===== src/rtl/wake_gate_long_press_defines.svh =====
// Assertion macros shared by the wake gate RTL.
// Each macro expects signals named clk and rst_n in the scope where it is used.
`ifndef WAKE_GATE_LONG_PRESS_DEFINES_SVH
`define WAKE_GATE_LONG_PRESS_DEFINES_SVH

`ifndef SYNTHESIS

// The consequent must hold in the same cycle as the antecedent.
`define WGLP_ASSERT_SAME(label, ante, cons) \
    label: assert property (@(posedge clk) disable iff (!rst_n) (ante) |-> (cons)) \
        else $error("wake gate check failed");

// The consequent must hold in the cycle after the antecedent.
`define WGLP_ASSERT_NEXT(label, ante, cons) \
    label: assert property (@(posedge clk) disable iff (!rst_n) (ante) |=> (cons)) \
        else $error("wake gate check failed");

`else

`define WGLP_ASSERT_SAME(label, ante, cons)
`define WGLP_ASSERT_NEXT(label, ante, cons)

`endif

`endif


===== src/rtl/wglp_pkg.sv =====
`timescale 1ns / 1ps

package wglp_pkg;

    localparam int unsigned TIME_W = 32;

    // Blink half period of the green LED in milliseconds; must be a power of two.
    localparam int unsigned BLINK_PERIOD_MS = 256;
    localparam int unsigned BLINK_SHIFT     = $clog2(BLINK_PERIOD_MS);

    localparam int unsigned IN_TDATA_W  = 40;
    localparam int unsigned OUT_TDATA_W = 40;
    localparam int unsigned CFG_ADDR_W  = 2;

    localparam logic [CFG_ADDR_W-1:0] CFG_FOREVER_SLEEP = 2'd0;
    localparam logic [CFG_ADDR_W-1:0] CFG_DEADLINE_MS   = 2'd1;
    localparam logic [CFG_ADDR_W-1:0] CFG_LONG_PRESS_MS = 2'd2;

    localparam logic [TIME_W-1:0] DEADLINE_MS_RESET   = 32'd30000;
    localparam logic [TIME_W-1:0] LONG_PRESS_MS_RESET = 32'd3000;

    typedef enum logic
    {
        OP_START = 1'b0,
        OP_POLL  = 1'b1
    } op_t;

    typedef enum logic [2:0]
    {
        OUT_NONE        = 3'd0,
        OUT_TIMER       = 3'd1,
        OUT_ACCEPT      = 3'd2,
        OUT_REJ_RELEASE = 3'd3,
        OUT_REJ_IDLE    = 3'd4
    } outcome_t;

    typedef struct packed
    {
        op_t                op;
        logic [TIME_W-1:0]  time_ms;
        logic               sample_first;
        logic               sample_second;
        logic               pressed_at_wake;
    } item_t;

    typedef struct packed
    {
        logic               forever_sleep;
        logic [TIME_W-1:0]  deadline_ms;
        logic [TIME_W-1:0]  long_press_ms;
    } cfg_t;

    typedef struct packed
    {
        logic               running;
        logic [TIME_W-1:0]  run_start;
        logic               holding;
        logic [TIME_W-1:0]  hold_start;
    } state_t;

    typedef struct packed
    {
        logic               led_green;
        logic               finished;
        outcome_t           outcome;
        logic [TIME_W-1:0]  active_ms;
    } result_t;

endpackage


===== src/rtl/wglp_core.sv =====
`timescale 1ns / 1ps

module wglp_core
(
    input  wglp_pkg::item_t   item,
    input  wglp_pkg::cfg_t    cfg,
    input  wglp_pkg::state_t  state,
    output wglp_pkg::state_t  state_next,
    output wglp_pkg::result_t res
);
    import wglp_pkg::*;

    logic              pressed;
    logic [TIME_W-1:0] active;
    logic [TIME_W-1:0] hold_base;
    logic [TIME_W-1:0] held;
    logic              long_held;
    logic              blink_led;

    assign pressed   = item.sample_first & item.sample_second;
    assign active    = item.time_ms - state.run_start;
    // A fresh press starts its hold at this item, so the held time is then zero.
    assign hold_base = state.holding ? state.hold_start : item.time_ms;
    assign held      = item.time_ms - hold_base;
    assign long_held = (held >= cfg.long_press_ms);
    assign blink_led = long_held ? ~item.time_ms[BLINK_SHIFT] : 1'b1;

    always_comb
    begin
        state_next = state;
        res        = '{led_green: 1'b0, finished: 1'b0, outcome: OUT_NONE,
                       active_ms: '0};
        if (item.op == OP_START)
        begin
            state_next.running    = 1'b1;
            state_next.run_start  = item.time_ms;
            state_next.holding    = item.pressed_at_wake & pressed;
            state_next.hold_start = (item.pressed_at_wake & pressed) ? item.time_ms : '0;
            res.led_green         = 1'b1;
        end
        else if (state.running)
        begin
            if (!cfg.forever_sleep && (active >= cfg.deadline_ms))
            begin
                state_next.running = 1'b0;
                state_next.holding = 1'b0;
                res.finished       = 1'b1;
                res.outcome        = OUT_TIMER;
                res.active_ms      = active;
            end
            else if (pressed)
            begin
                state_next.holding    = 1'b1;
                state_next.hold_start = hold_base;
                res.led_green         = blink_led;
            end
            else if (state.holding)
            begin
                state_next.running = 1'b0;
                state_next.holding = 1'b0;
                res.finished       = 1'b1;
                res.outcome        = long_held ? OUT_ACCEPT : OUT_REJ_RELEASE;
                res.active_ms      = active;
            end
            else if (active >= cfg.long_press_ms)
            begin
                state_next.running = 1'b0;
                state_next.holding = 1'b0;
                res.finished       = 1'b1;
                res.outcome        = OUT_REJ_IDLE;
                res.active_ms      = active;
            end
            else
            begin
                res.led_green = 1'b1;
            end
        end
    end

endmodule


===== src/rtl/wake_gate_long_press.sv =====
`timescale 1ns / 1ps
// Channel   Direction  Contents
// s_axis    in         tuser: op; tdata: time_ms, sample_first, sample_second,
//                      pressed_at_wake
// m_axis    out        tlast: finished; tdata: led_green, outcome, active_ms
// cfg       in         cfg_we, cfg_addr, cfg_wdata (one write per cycle)
//
// One transaction per cycle sustained while m_tready stays high; an input register
// is followed by a result register with the decision logic between them.
// The run state updates when an item moves into the result register, so the
// next item always sees the state left by the previous one.
// A stall on m_axis fills the input register and then drops s_tready.
// Reset clears the run state and both valid flags, and returns the configuration
// to its reset values.

`include "wake_gate_long_press_defines.svh"

module wake_gate_long_press
(
    input  logic                                 clk,
    input  logic                                 rst_n,

    input  logic                                 s_tvalid,
    output logic                                 s_tready,
    // time_ms [31:0], sample_first [32], sample_second [33],
    // pressed_at_wake [34], zero fill [39:35]
    input  logic [wglp_pkg::IN_TDATA_W-1:0]      s_tdata,
    // op [0]
    input  logic [0:0]                           s_tuser,

    output logic                                 m_tvalid,
    input  logic                                 m_tready,
    // led_green [0], outcome [3:1], active_ms [35:4], zero fill [39:36]
    output logic [wglp_pkg::OUT_TDATA_W-1:0]     m_tdata,
    output logic                                 m_tlast,

    input  logic                                 cfg_we,
    input  logic [wglp_pkg::CFG_ADDR_W-1:0]      cfg_addr,
    input  logic [wglp_pkg::TIME_W-1:0]          cfg_wdata
);
    import wglp_pkg::*;

    cfg_t    cfg_reg;
    state_t  state_reg;
    state_t  state_next;
    item_t   item_reg;
    logic    in_valid_reg;
    result_t res_next;
    result_t res_reg;
    logic    out_valid_reg;
    logic    advance;
    logic    s_fire;

    assign advance  = in_valid_reg && (!out_valid_reg || m_tready);
    assign s_tready = !in_valid_reg || advance;
    assign s_fire   = s_tvalid && s_tready;

    always_ff @(posedge clk or negedge rst_n)
    begin
        if (!rst_n)
        begin
            cfg_reg.forever_sleep <= 1'b0;
            cfg_reg.deadline_ms   <= DEADLINE_MS_RESET;
            cfg_reg.long_press_ms <= LONG_PRESS_MS_RESET;
        end
        else if (cfg_we)
        begin
            unique case (cfg_addr)
                CFG_FOREVER_SLEEP: cfg_reg.forever_sleep <= cfg_wdata[0];
                CFG_DEADLINE_MS:   cfg_reg.deadline_ms   <= cfg_wdata;
                CFG_LONG_PRESS_MS: cfg_reg.long_press_ms <= cfg_wdata;
                default:           ;
            endcase
        end
    end

    always_ff @(posedge clk or negedge rst_n)
    begin
        if (!rst_n)
        begin
            in_valid_reg  <= 1'b0;
            out_valid_reg <= 1'b0;
            state_reg     <= '0;
        end
        else
        begin
            if (s_fire)
            begin
                in_valid_reg <= 1'b1;
            end
            else if (advance)
            begin
                in_valid_reg <= 1'b0;
            end
            if (advance)
            begin
                out_valid_reg <= 1'b1;
                state_reg     <= state_next;
            end
            else if (m_tready)
            begin
                out_valid_reg <= 1'b0;
            end
        end
    end

    always_ff @(posedge clk)
    begin
        if (s_fire)
        begin
            item_reg.op              <= op_t'(s_tuser[0]);
            item_reg.time_ms         <= s_tdata[TIME_W-1:0];
            item_reg.sample_first    <= s_tdata[TIME_W];
            item_reg.sample_second   <= s_tdata[TIME_W+1];
            item_reg.pressed_at_wake <= s_tdata[TIME_W+2];
        end
        if (advance)
        begin
            res_reg <= res_next;
        end
    end

    wglp_core u_core
    (
        .item       (item_reg),
        .cfg        (cfg_reg),
        .state      (state_reg),
        .state_next (state_next),
        .res        (res_next)
    );

    assign m_tvalid = out_valid_reg;
    assign m_tlast  = res_reg.finished;
    assign m_tdata  = {4'b0, res_reg.active_ms, res_reg.outcome, res_reg.led_green};

    `WGLP_ASSERT_SAME(a_hold_needs_run, state_reg.holding, state_reg.running)
    `WGLP_ASSERT_SAME(a_finish_led_off, m_tvalid && m_tlast, !m_tdata[0])
    `WGLP_ASSERT_SAME(a_open_no_outcome, m_tvalid && !m_tlast, m_tdata[35:1] == 35'd0)
    `WGLP_ASSERT_NEXT(a_finish_closes_run, advance && res_next.finished, !state_reg.running)
    `WGLP_ASSERT_SAME(a_empty_accepts, !in_valid_reg, s_tready)

endmodule


===== config.mk =====
export PLATFORM = sky130hd
export DESIGN_NAME = wake_gate_long_press
export DESIGN_NICKNAME = d
export VERILOG_FILES = /design/src/rtl/wglp_pkg.sv /design/src/rtl/wglp_core.sv /design/src/rtl/wake_gate_long_press.sv
export VERILOG_INCLUDE_DIRS = /design/src /design/src/rtl
export SDC_FILE = /design/constraint.sdc
export NUM_CORES = 1
export LEC_CHECK = 0
export BUFFER_PORTS_ARGS = -buffer_cell sky130_fd_sc_hd__buf_2
export CORE_MARGIN = 1
export CORE_UTILIZATION = 50
export CTS_CLUSTER_DIAMETER = 80
export DETAILED_ROUTE_END_ITERATION = 12
export PLACE_DENSITY = 0.76
export RECOVER_POWER = 50
export SYNTH_ARGS = -nofsm -noshare
export SYNTH_HDL_FRONTEND = slang
export SYNTH_SLANG_ARGS = --single-unit

===== constraint.sdc =====
create_clock -name clk -period 4.9 [get_ports clk]
set_input_delay 0.245 -clock clk [delete_from_list [all_inputs] [get_ports clk]]
set_output_delay 0.245 -clock clk [all_outputs]
set_load 0.005 [all_outputs]

==> results of run 1 <==
==> report_power, final <==
group	switching (uW)	total, uW	internal [uW]
registers	175	2300	2130
logic	2300	4340	2050
clock network	709	1840	1130
==> cells by family after synthesis <==
family,after synthesis
AO/OA/AOI/OAI,324
XOR/XNOR,53
adder cells (fa/ha/maj),161
buffers and inverters,174
flip-flops,206
multiplexers,100
other,1
AND/OR/NAND/NOR,269
==> cell type report <==
class | count | area [um2] | share of cell area (%)
clock buffer | 33 | 687 | 3.88
timing repair buffer | 380 | 2870 | 16.2
inverter | 139 | 522 | 2.95
tap | 335 | 419 | 2.37
multi-input combinational | 911 | 7530 | 42.6
clock inverter | 10 | 126 | 0.714
sequential | 206 | 5540 | 31.3
==> final timing paths <==
kind / to / cells after the start
worst max-delay path: m_tdata[0]$_SDFFCE_PN1P_ / 21
worst min-delay path: cfg_reg[14]$_DFFE_PN0P_ / 2
worst max register to register: m_tdata[0]$_SDFFCE_PN1P_ / 21
worst min register to register: state_reg[23]$_DFFE_PN0P_ / 1
max in group asynchronous: state_reg[32]$_DFFE_PN0P_ / 3
min in group asynchronous: cfg_reg[23]$_DFFE_PN0P_ / 2
==> cell usage after synthesis (4+ instances only) <==
| cell type | n |
|---|---|
| dfrtp_1 | 119 |
| o21a_1 | 13 |
| nor3b_1 | 4 |
| buf_4 | 4 |
| a22o_1 | 31 |
| buf_1 | 6 |
| a221oi_1 | 4 |
| ha_1 | 159 |
| nand2_1 | 88 |
| nor3_1 | 10 |
| a211o_1 | 5 |
| edfxtp_1 | 73 |
| xor2_1 | 18 |
| mux2_2 | 68 |
| a2111oi_0 | 4 |
| o211ai_1 | 6 |
| a21o_1 | 37 |
| and4_1 | 4 |
| nand2b_1 | 14 |
| dfstp_2 | 14 |
| mux2i_1 | 32 |
| inv_1 | 139 |
| o22ai_1 | 4 |
| xnor2_1 | 35 |
| nor2_1 | 68 |
| nand4_1 | 21 |
| o31ai_1 | 7 |
| a21oi_2 | 5 |
| clkbuf_1 | 25 |
| a21oi_1 | 82 |
| o21ai_0 | 73 |
| nor2b_1 | 13 |
| and2_1 | 5 |
| a211oi_1 | 6 |
| nand3b_1 | 5 |
| and3_1 | 8 |
| o21bai_1 | 8 |
| a31oi_1 | 8 |
| nand3_1 | 14 |
==> metrics by stage <==
stage	setup slack (ps)	cells	cell area [um2]
floorplan	42.4	1291	13300
global placement	-274	1868	15400
detailed placement	-371	1868	15400
CTS	-175	1995	17300
global route	-439	2014	17700
finish	-304	2014	17700
==> routing by layer <==
metal	wire, um	up-vias	track usage [%]
met3	2130	83	3.69
li1	-	5388	-
met2	16700	396	42.6
met5	0	-	0
met4	1250	0	10.1
met1	16500	5472	36.4
==> timing repair <==
action,CTS,global route
cloned,4,0
endpoints found under the hold margin,129,0
pin swaps,33,43
buffers inserted,15,22
setup endpoints to repair,70,71
gates resized for setup,54,51
hold buffers,65,0
==> flow_summary.yaml, run 1 <==
status:
  outcome: "complete, but fails checks"
  violations: "capacitance limit, slew limit, setup timing"
routing:
  drt_iter0_drc: 882
  drc: 0
  via_per_inst: 5.63
  wl_per_cell_um: 18.2
  ant_nets: 0
  vias: 11339
  firstDrtPassIters: 7
  wl_um: 36600
global_routing:
  grt_pass1_wl_um: 56100
  grt_pass1_vias: 11056
  grt_start_max_net_pins: 56
  grt-ovfl-total: 0
  track_usage_pct: 26.6
  grt_antenna_before_repair: 0
logic_synthesis:
  ys_warn_count: 0
  avgSynthCellArea_um2: 10.3
  syn-cell-area_mm2: 0.0132
  synth_compound_area_share_pct: 16.2
  synth.distinct_cells: 74
  syn_inst: 1288
  synthSimpleGateAreaFrac_pct: 9.93
  synth_top_cell_by_area: "dfrtp_1"
  netlist_top_cells_area: "dfrtp_1 (22%), edfxtp_1 (17%), ha_1 (15%)"
  synth_edf_count: 73
  synthArstFlopShare_pct: 64.6
  synth_fa_ha_area_share_pct: 15.3
  synth_ff_type: "dfrtp_1"
  synth_top_area_share_pct: 22.5
  synthXorXnorAreaFrac_pct: 3.50
  seq_area_frac_synth_pct: 41.8
  ys_ff_latch: 206
  synth_top_family_by_area: "compound AO/OA/AOI/OAI gates"
  synthMuxAreaShare_pct: 8.20
setup_path:
  regToRegSetupSlack_ps: -300
  critPathArrivalTime_ps: 5450
  crit_path_cell_trace: "buf_6, buf_8, mux2i_1, ha_1, a21oi_2, o221a_1, o21ai_2, or3b_1, o21a_1, a221o_1, buf_4, or4_1, and4_4, ha_4, nand4_1, nor2_2, nand4_1, buf_4, o31ai_4, and4_1, o21ai_1"
  slowest_stage: "or4_1"
  cp.required_ps: 5140
  crit-reg2reg-launch: "state_reg[32]$_DFFE_PN0P_"
  critPathBufInv: 4
  critPathLaunchType: "flop"
  cp_max_fo: 5
  criticalPathCategory: "reg -> reg"
  endpoint_kind: "flop"
  cp_slowest_stage_delay_ps: 500
  cp_top_family: "simple AND/OR/NAND/NOR gates"
  critPathLaunch: "state_reg[32]$_DFFE_PN0P_"
finish:
  area_growth_pct: 33.5
  nFillCells: 1923
  nets: 1903
  final_core_util_pct: 67.9
  final_cell_mix: "buf_4 (180), ha_1 (153), inv_1 (136)"
  largest_reg_flops: 66
  num_antenna_cells: 0
  drive_above_1_share_pct: 28.9
  final_common_cell: "buf_4"
pwr:
  powerDensity_mw_per_mm2: 480
  ir_drop_v: 0.000315
  leakage_uw: 0.00833
  p_total_uw: 8490
placement:
  io_buffers: 113
  place.gp.congestion: 0.964
  post-dp-hpwl_um: 26000
floorplanning:
  die_x_um: 165
  dieArea_mm2: 0.0272
  die_h_um: 165
  core_area_mm2: 0.0261
  start_util_pct: 50.8
  io-pin-count: 123
  fp-row-count: 59
worst_hold_path:
  worstHoldStart: "cfg_wdata[14]"
  hp-class: "in -> reg"
timing:
  hold_viol: 0
  setup_violations: 59
  slew_viol_final: 107
  finalClockSkew_ps: 15.3
  worstMarginPinSlew_ps: 2240
  fin_crit_sh_pct: 106
  grt_setup_unrepaired: "true"
  relSlewSlack_pct: -49.6
  setup_ws_ps: -304
  fmax_mhz: 192
  tns_ps: -4960
  whs_ps: 6.36
  fin_crit_ps: 5200
clock_network:
  path_clk_slew_ps: 60
  clkLatencyLatePin_ps: 530
  clock_sinks: 206
  cts_tree: "yes"
  clk_path_buf_depth: 3
  root_buffer: "clkbuf_16"
  cts_max_level: 1
  cts_made_buffers: 24
job:
  cap_violations: 3
(Power assumes the default switching activity.)
==> run 2: changes to the inputs <==
Settings changed: RECOVER_POWER 50 to default, REMOVE_ABC_BUFFERS from default to 1.
==> flow_summary.yaml, run 2 (same netlist as run 1, synthesis figures left out) <==
status:
  outcome: "complete, but fails checks"
  violations: "setup timing"
pwr:
  leakage_uw: 0.00828
  powerDensity_mw_per_mm2: 487
  pwr-share-clk_pct: 21.4
  power.switching_uw: 3220
  intPower_uw: 5310
  power_frac_seq_pct: 26.9
  ir_drop_v: 0.000255
  switching_share_pct: 37.7
  comb_power_share_pct: 51.7
global_routing:
  top_usage_layer: "met2"
  grt_use_met2_pct: 42.6
  grt_pass1_wl_um: 55900
  grt_pass1_vias: 10965
  track_usage_pct: 26.2
  grt_antenna_before_repair: 0
  grt_use_met3_pct: 3.64
  grtUsageMet1_pct: 35.9
  grt_start_max_net_pins: 60
  grt-ovfl-total: 0
setup_path:
  endpoint_kind: "flop"
  slowest_stage: "edfxtp_1"
  crit_top_cell: "inv_2"
  crit_cells: 23
  cp_slowest_stage_delay_ps: 400
  cp_top_family: "compound AO/OA/AOI/OAI gates"
  critPathBufInv: 5
  critPathLaunchType: "flop"
  criticalPathCategory: "reg -> reg"
  cp.required_ps: 5290
  crit_path_cell_trace: "inv_2, ha_4, inv_2, fa_2, a21o_1, a221o_1, o221ai_4, o31ai_4, a21oi_1, buf_4, o31ai_1, xnor2_1, inv_1, ha_1, nand4_1, nor4_2, nand2_1, a21oi_2, o21bai_2, and2_4, a41o_1, buf_12, a22o_1"
  critPathArrivalTime_ps: 5540
  reg2reg_depth: 23
  cp_max_fo: 31
routing:
  ant_nets: 0
  firstDrtPassIters: 7
  vias: 11397
  drc: 0
  via_per_inst: 5.72
  wl_per_cell_um: 18.9
  wl_um: 37600
  drt_iter0_drc: 1148
timing:
  fin_crit_ps: 5150
  finalClockSkew_ps: 30.7
  hold_viol: 0
  tns_ps: -12220
  worstMarginPinSlew_ps: 910
  fmax_mhz: 194
  fin_crit_sh_pct: 105
  slew_viol_final: 0
  grt_setup_unrepaired: "true"
  relSlewSlack_pct: 37.8
  setup_violations: 69
  setup_ws_ps: -247
floorplanning:
  core_area_mm2: 0.0261
  fp-row-count: 59
  io-pin-count: 123
  die_x_um: 165
  start_util_pct: 50.8
  dieArea_mm2: 0.0272
  die_h_um: 165
finish:
  final_cell_mix: "buf_4 (158), ha_1 (151), inv_1 (137)"
  num_antenna_cells: 0
  nets: 1880
  final-instance-count-excl-fill: 1991
  area_growth_pct: 32.1
  largest_reg_flops: 66
  final_cell_area_mm2: 0.0175
  final_common_cell: "buf_4"
  multi_input_area_mm2: 0.00741
  drive_above_1_share_pct: 28.7
  nFillCells: 1863
  seq_area_mm2: 0.00554
placement:
  dp_slack_ps: -520
  placedCellCount: 1838
  place.gp.congestion: 0.895
  io_buffers: 113
  post-dp-hpwl_um: 24900
  dpl_cell_area_mm2: 0.0152
clock_network:
  clkLatencyLatePin_ps: 530
  cts_max_level: 1
  cts_tree: "yes"
  root_buffer: "clkbuf_16"
  clk_path_buf_depth: 3
  path_clk_slew_ps: 60
  clock_sinks: 206
  cts_made_buffers: 23
worst_hold_path:
  hold_path_depth: 2
  hp-class: "in -> reg"
job:
  cap_violations: 0
==> run 2: changes by cell type in the layout (fill, tap and decap cells not counted), moves of 5 or more <==
| cell | change |
|---|---|
| buf_4 | -22 |
| clkbuf_1 | -33 |
| dlygate4sd3_1 | +5 |
| buf_2 | +28 |
==> run 2: routing by layer <==
layer / up-vias / wire length [um] / share of wire (%)
met5: - / 0 / 0
li1: 5363 / - / -
met4: 0 / 1470 / 3.9
met1: 5435 / 16300 / 43
met2: 480 / 17300 / 46
met3: 119 / 2550 / 6.8
==> run 2: power by group through the flow <==
stage / combinational (uW) / sequential, uW / clock [uW]
after floorplan: 2310 / 2290 / 0
after global placement: 3510 / 2300 / 0
after detailed placement: 3660 / 2310 / 0
after CTS: 3990 / 2280 / 1850
after global routing: 4780 / 2320 / 1920
final: 4410 / 2290 / 1820
==> run 2: final timing paths <==
kind / startpoint / endpoint / slack, ps
setup reg to reg: item_reg[3]$_DFFE_PP_ / state_reg[25]$_DFFE_PN0P_ / -250
min in group asynchronous: rst_n / cfg_reg[28]$_DFFE_PN0P_ / 370
max in group asynchronous: rst_n / cfg_reg[25]$_DFFE_PN0P_ / 3440
hold / removal: cfg_wdata[22] / cfg_reg[54]$_DFFE_PN0P_ / 20
hold reg to reg: state_reg[21]$_DFFE_PN0P_ / state_reg[21]$_DFFE_PN0P_ / 490
setup / recovery: item_reg[3]$_DFFE_PP_ / state_reg[25]$_DFFE_PN0P_ / -250
==> run 2: timing repair <==
action / in CTS / in global routing
cloned: 4 / 4
endpoints found under the hold margin: 154 / 0
pin swaps: 31 / 18
gates resized for setup: 43 / 33
setup buffers: 20 / 13
hold buffers: 70 / 0
setup endpoints to repair: 71 / 71
==> run 2: cell type report <==
cell class / count / area share (%)
clock buffer: 31 / 3.75
clock inverter: 11 / 0.829
inverter: 139 / 2.98
multi-input combinational: 911 / 42.4
sequential: 206 / 31.6
tap: 335 / 2.39
timing repair buffer: 358 / 16.0
==> run 2: through the flow <==
step,power (uW),util (%),hold slack (ps)
final,8520,67.2,15.2
after global routing,9020,67.2,4.73
after CTS,8120,65.9,1.95
after detailed placement,5970,58.2,387
after global placement,5810,58.2,371
after floorplan,4600,-,-50.6
==> run 3: changes to the inputs <==
Settings changed: PLACE_DENSITY 0.76 to 0.73.
Clock period 4.9 ns to 5.3 ns, I/O delays scaled along.
==> flow_summary.yaml, run 3 (same netlist as run 1, synthesis figures left out) <==
status:
  outcome: "finished, final reports clean"
finish:
  nets: 1807
  largest_reg_flops: 66
  final_cell_area_mm2: 0.0167
  seq_area_mm2: 0.00554
  final_cell_mix: "ha_1 (158), inv_1 (138), dfrtp_1 (118)"
  multi_input_area_mm2: 0.00724
  final_common_cell: "ha_1"
  num_antenna_cells: 0
  area_growth_pct: 25.9
  drive_above_1_share_pct: 24.9
  nFillCells: 2049
timing:
  fin_crit_ps: 5160
  slew_viol_final: 0
  tns_ps: 0
  hold_viol: 0
  fmax_mhz: 194
  setup_violations: 0
  finalClockSkew_ps: 16.5
  setup_ws_ps: 141
  relSlewSlack_pct: 40.7
  fin_crit_sh_pct: 97.3
  whs_ps: 11.6
  worstMarginPinSlew_ps: 890
routing:
  via_per_inst: 5.54
  vias: 10623
  drt_iter0_drc: 894
  wl_per_cell_um: 17.3
  firstDrtPassIters: 5
  ant_nets: 0
  wl_um: 33200
  drc: 0
setup_path:
  critPathLaunchType: "flop"
  endpoint_kind: "flop"
  cp_max_fo: 15
  critPathArrivalTime_ps: 5410
  criticalPathCategory: "reg -> reg"
  cp.required_ps: 5550
global_routing:
  grt_pass1_vias: 10088
  grt_start_max_net_pins: 56
  track_usage_pct: 24.0
  grt_pass1_wl_um: 51000
  grt_antenna_before_repair: 0
  grt-ovfl-total: 0
clock_network:
  path_clk_slew_ps: 70
  clock_sinks: 206
  clkLatencyLatePin_ps: 520
  cts_made_buffers: 24
  cts_max_level: 1
  cts_tree: "yes"
  root_buffer: "clkbuf_16"
  clk_path_buf_depth: 3
floorplanning:
  io-pin-count: 123
  dieArea_mm2: 0.0272
  core_area_mm2: 0.0261
  die_h_um: 165
  fp-row-count: 59
  start_util_pct: 50.8
  die_x_um: 165
job:
  cap_violations: 0
pwr:
  powerDensity_mw_per_mm2: 446
  ir_drop_v: 0.000237
  leakage_uw: 0.00789
placement:
  dp_slack_ps: -116
  dpl_cell_area_mm2: 0.0148
  io_buffers: 113
  place.gp.congestion: 0.881
  post-dp-hpwl_um: 24400
worst_hold_path:
  hp-class: "in -> reg"
-- run 3: timing repair --
item | in CTS | in global routing
gates cloned | 0 | 2
buffers inserted | 4 | 22
hold buffers | 59 | 0
gates resized for setup | 3 | 28
setup endpoints to repair | 64 | 69
hold endpoints to repair | 113 | 0
pin swaps | 0 | 21
-- run 3: metrics by stage --
stage	total power (uW)	utilization, %	cells
after floorplan	4250	-	1256
after CTS	7220	62.6	1895
after global routing	7920	64.0	1919
final	7440	64.0	1919
after detailed placement	5350	56.8	1788
after global placement	5210	56.8	1788
-- run 3: routing by layer --
layer  GRT usage (%)  share of wire, %
met4            5.92               2.0
met2            37.1                44
met3            2.81               5.2
met5               0                 0
met1            35.6                49
-- run 3: worst paths after layout --
kind	from	cells past startpoint	slack [ps]	end
setup / recovery	state_reg[32]$_DFFE_PN0P_	20	140	m_tdata[0]$_SDFFCE_PN1P_
hold / removal	cfg_wdata[16]	2	10	cfg_reg[16]$_DFFE_PN0P_
setup reg to reg	state_reg[32]$_DFFE_PN0P_	20	140	m_tdata[0]$_SDFFCE_PN1P_
hold reg to reg	in_valid_reg$_DFFE_PN0P_	1	500	m_tvalid$_DFFE_PN0P_
max in group asynchronous	rst_n	3	3850	state_reg[52]$_DFFE_PN0P_
min in group asynchronous	rst_n	2	290	cfg_reg[31]$_DFFE_PN0P_
-- run 3: power by group --
group / leakage [uW] / switching [uW] / internal [uW] / total, uW
sequential: 0.00234 / 136 / 1970 / 2100
combinational: 0.00513 / 1930 / 1640 / 3580
clock: 0.000422 / 680 / 1080 / 1760
total: 0.00789 / 2750 / 4690 / 7440
-- run 3: cell type report --
class | count | area share, %
clock buffer | 32 | 4.41
clock inverter | 12 | 0.735
inverter | 139 | 3.13
multi-input combinational | 911 | 43.4
sequential | 206 | 33.2
tap | 335 | 2.51
timing repair buffer | 284 | 12.6
-- run 3: worst max-delay path, cell delays in order (launching register included) --
cell	delay, ps
dfrtp_2	460
buf_12	170
buf_12	160
mux2i_1	190
ha_1	280
a21o_1	200
a21oi_2	130
o21ai_1	90
or3b_1	350
o21a_1	200
a221o_1	380
or4_1	560
and4_1	180
ha_1	320
nand4_1	140
nor2_2	140
nand4_1	160
buf_4	180
o31ai_4	260
and4_1	230
o21ai_0	80
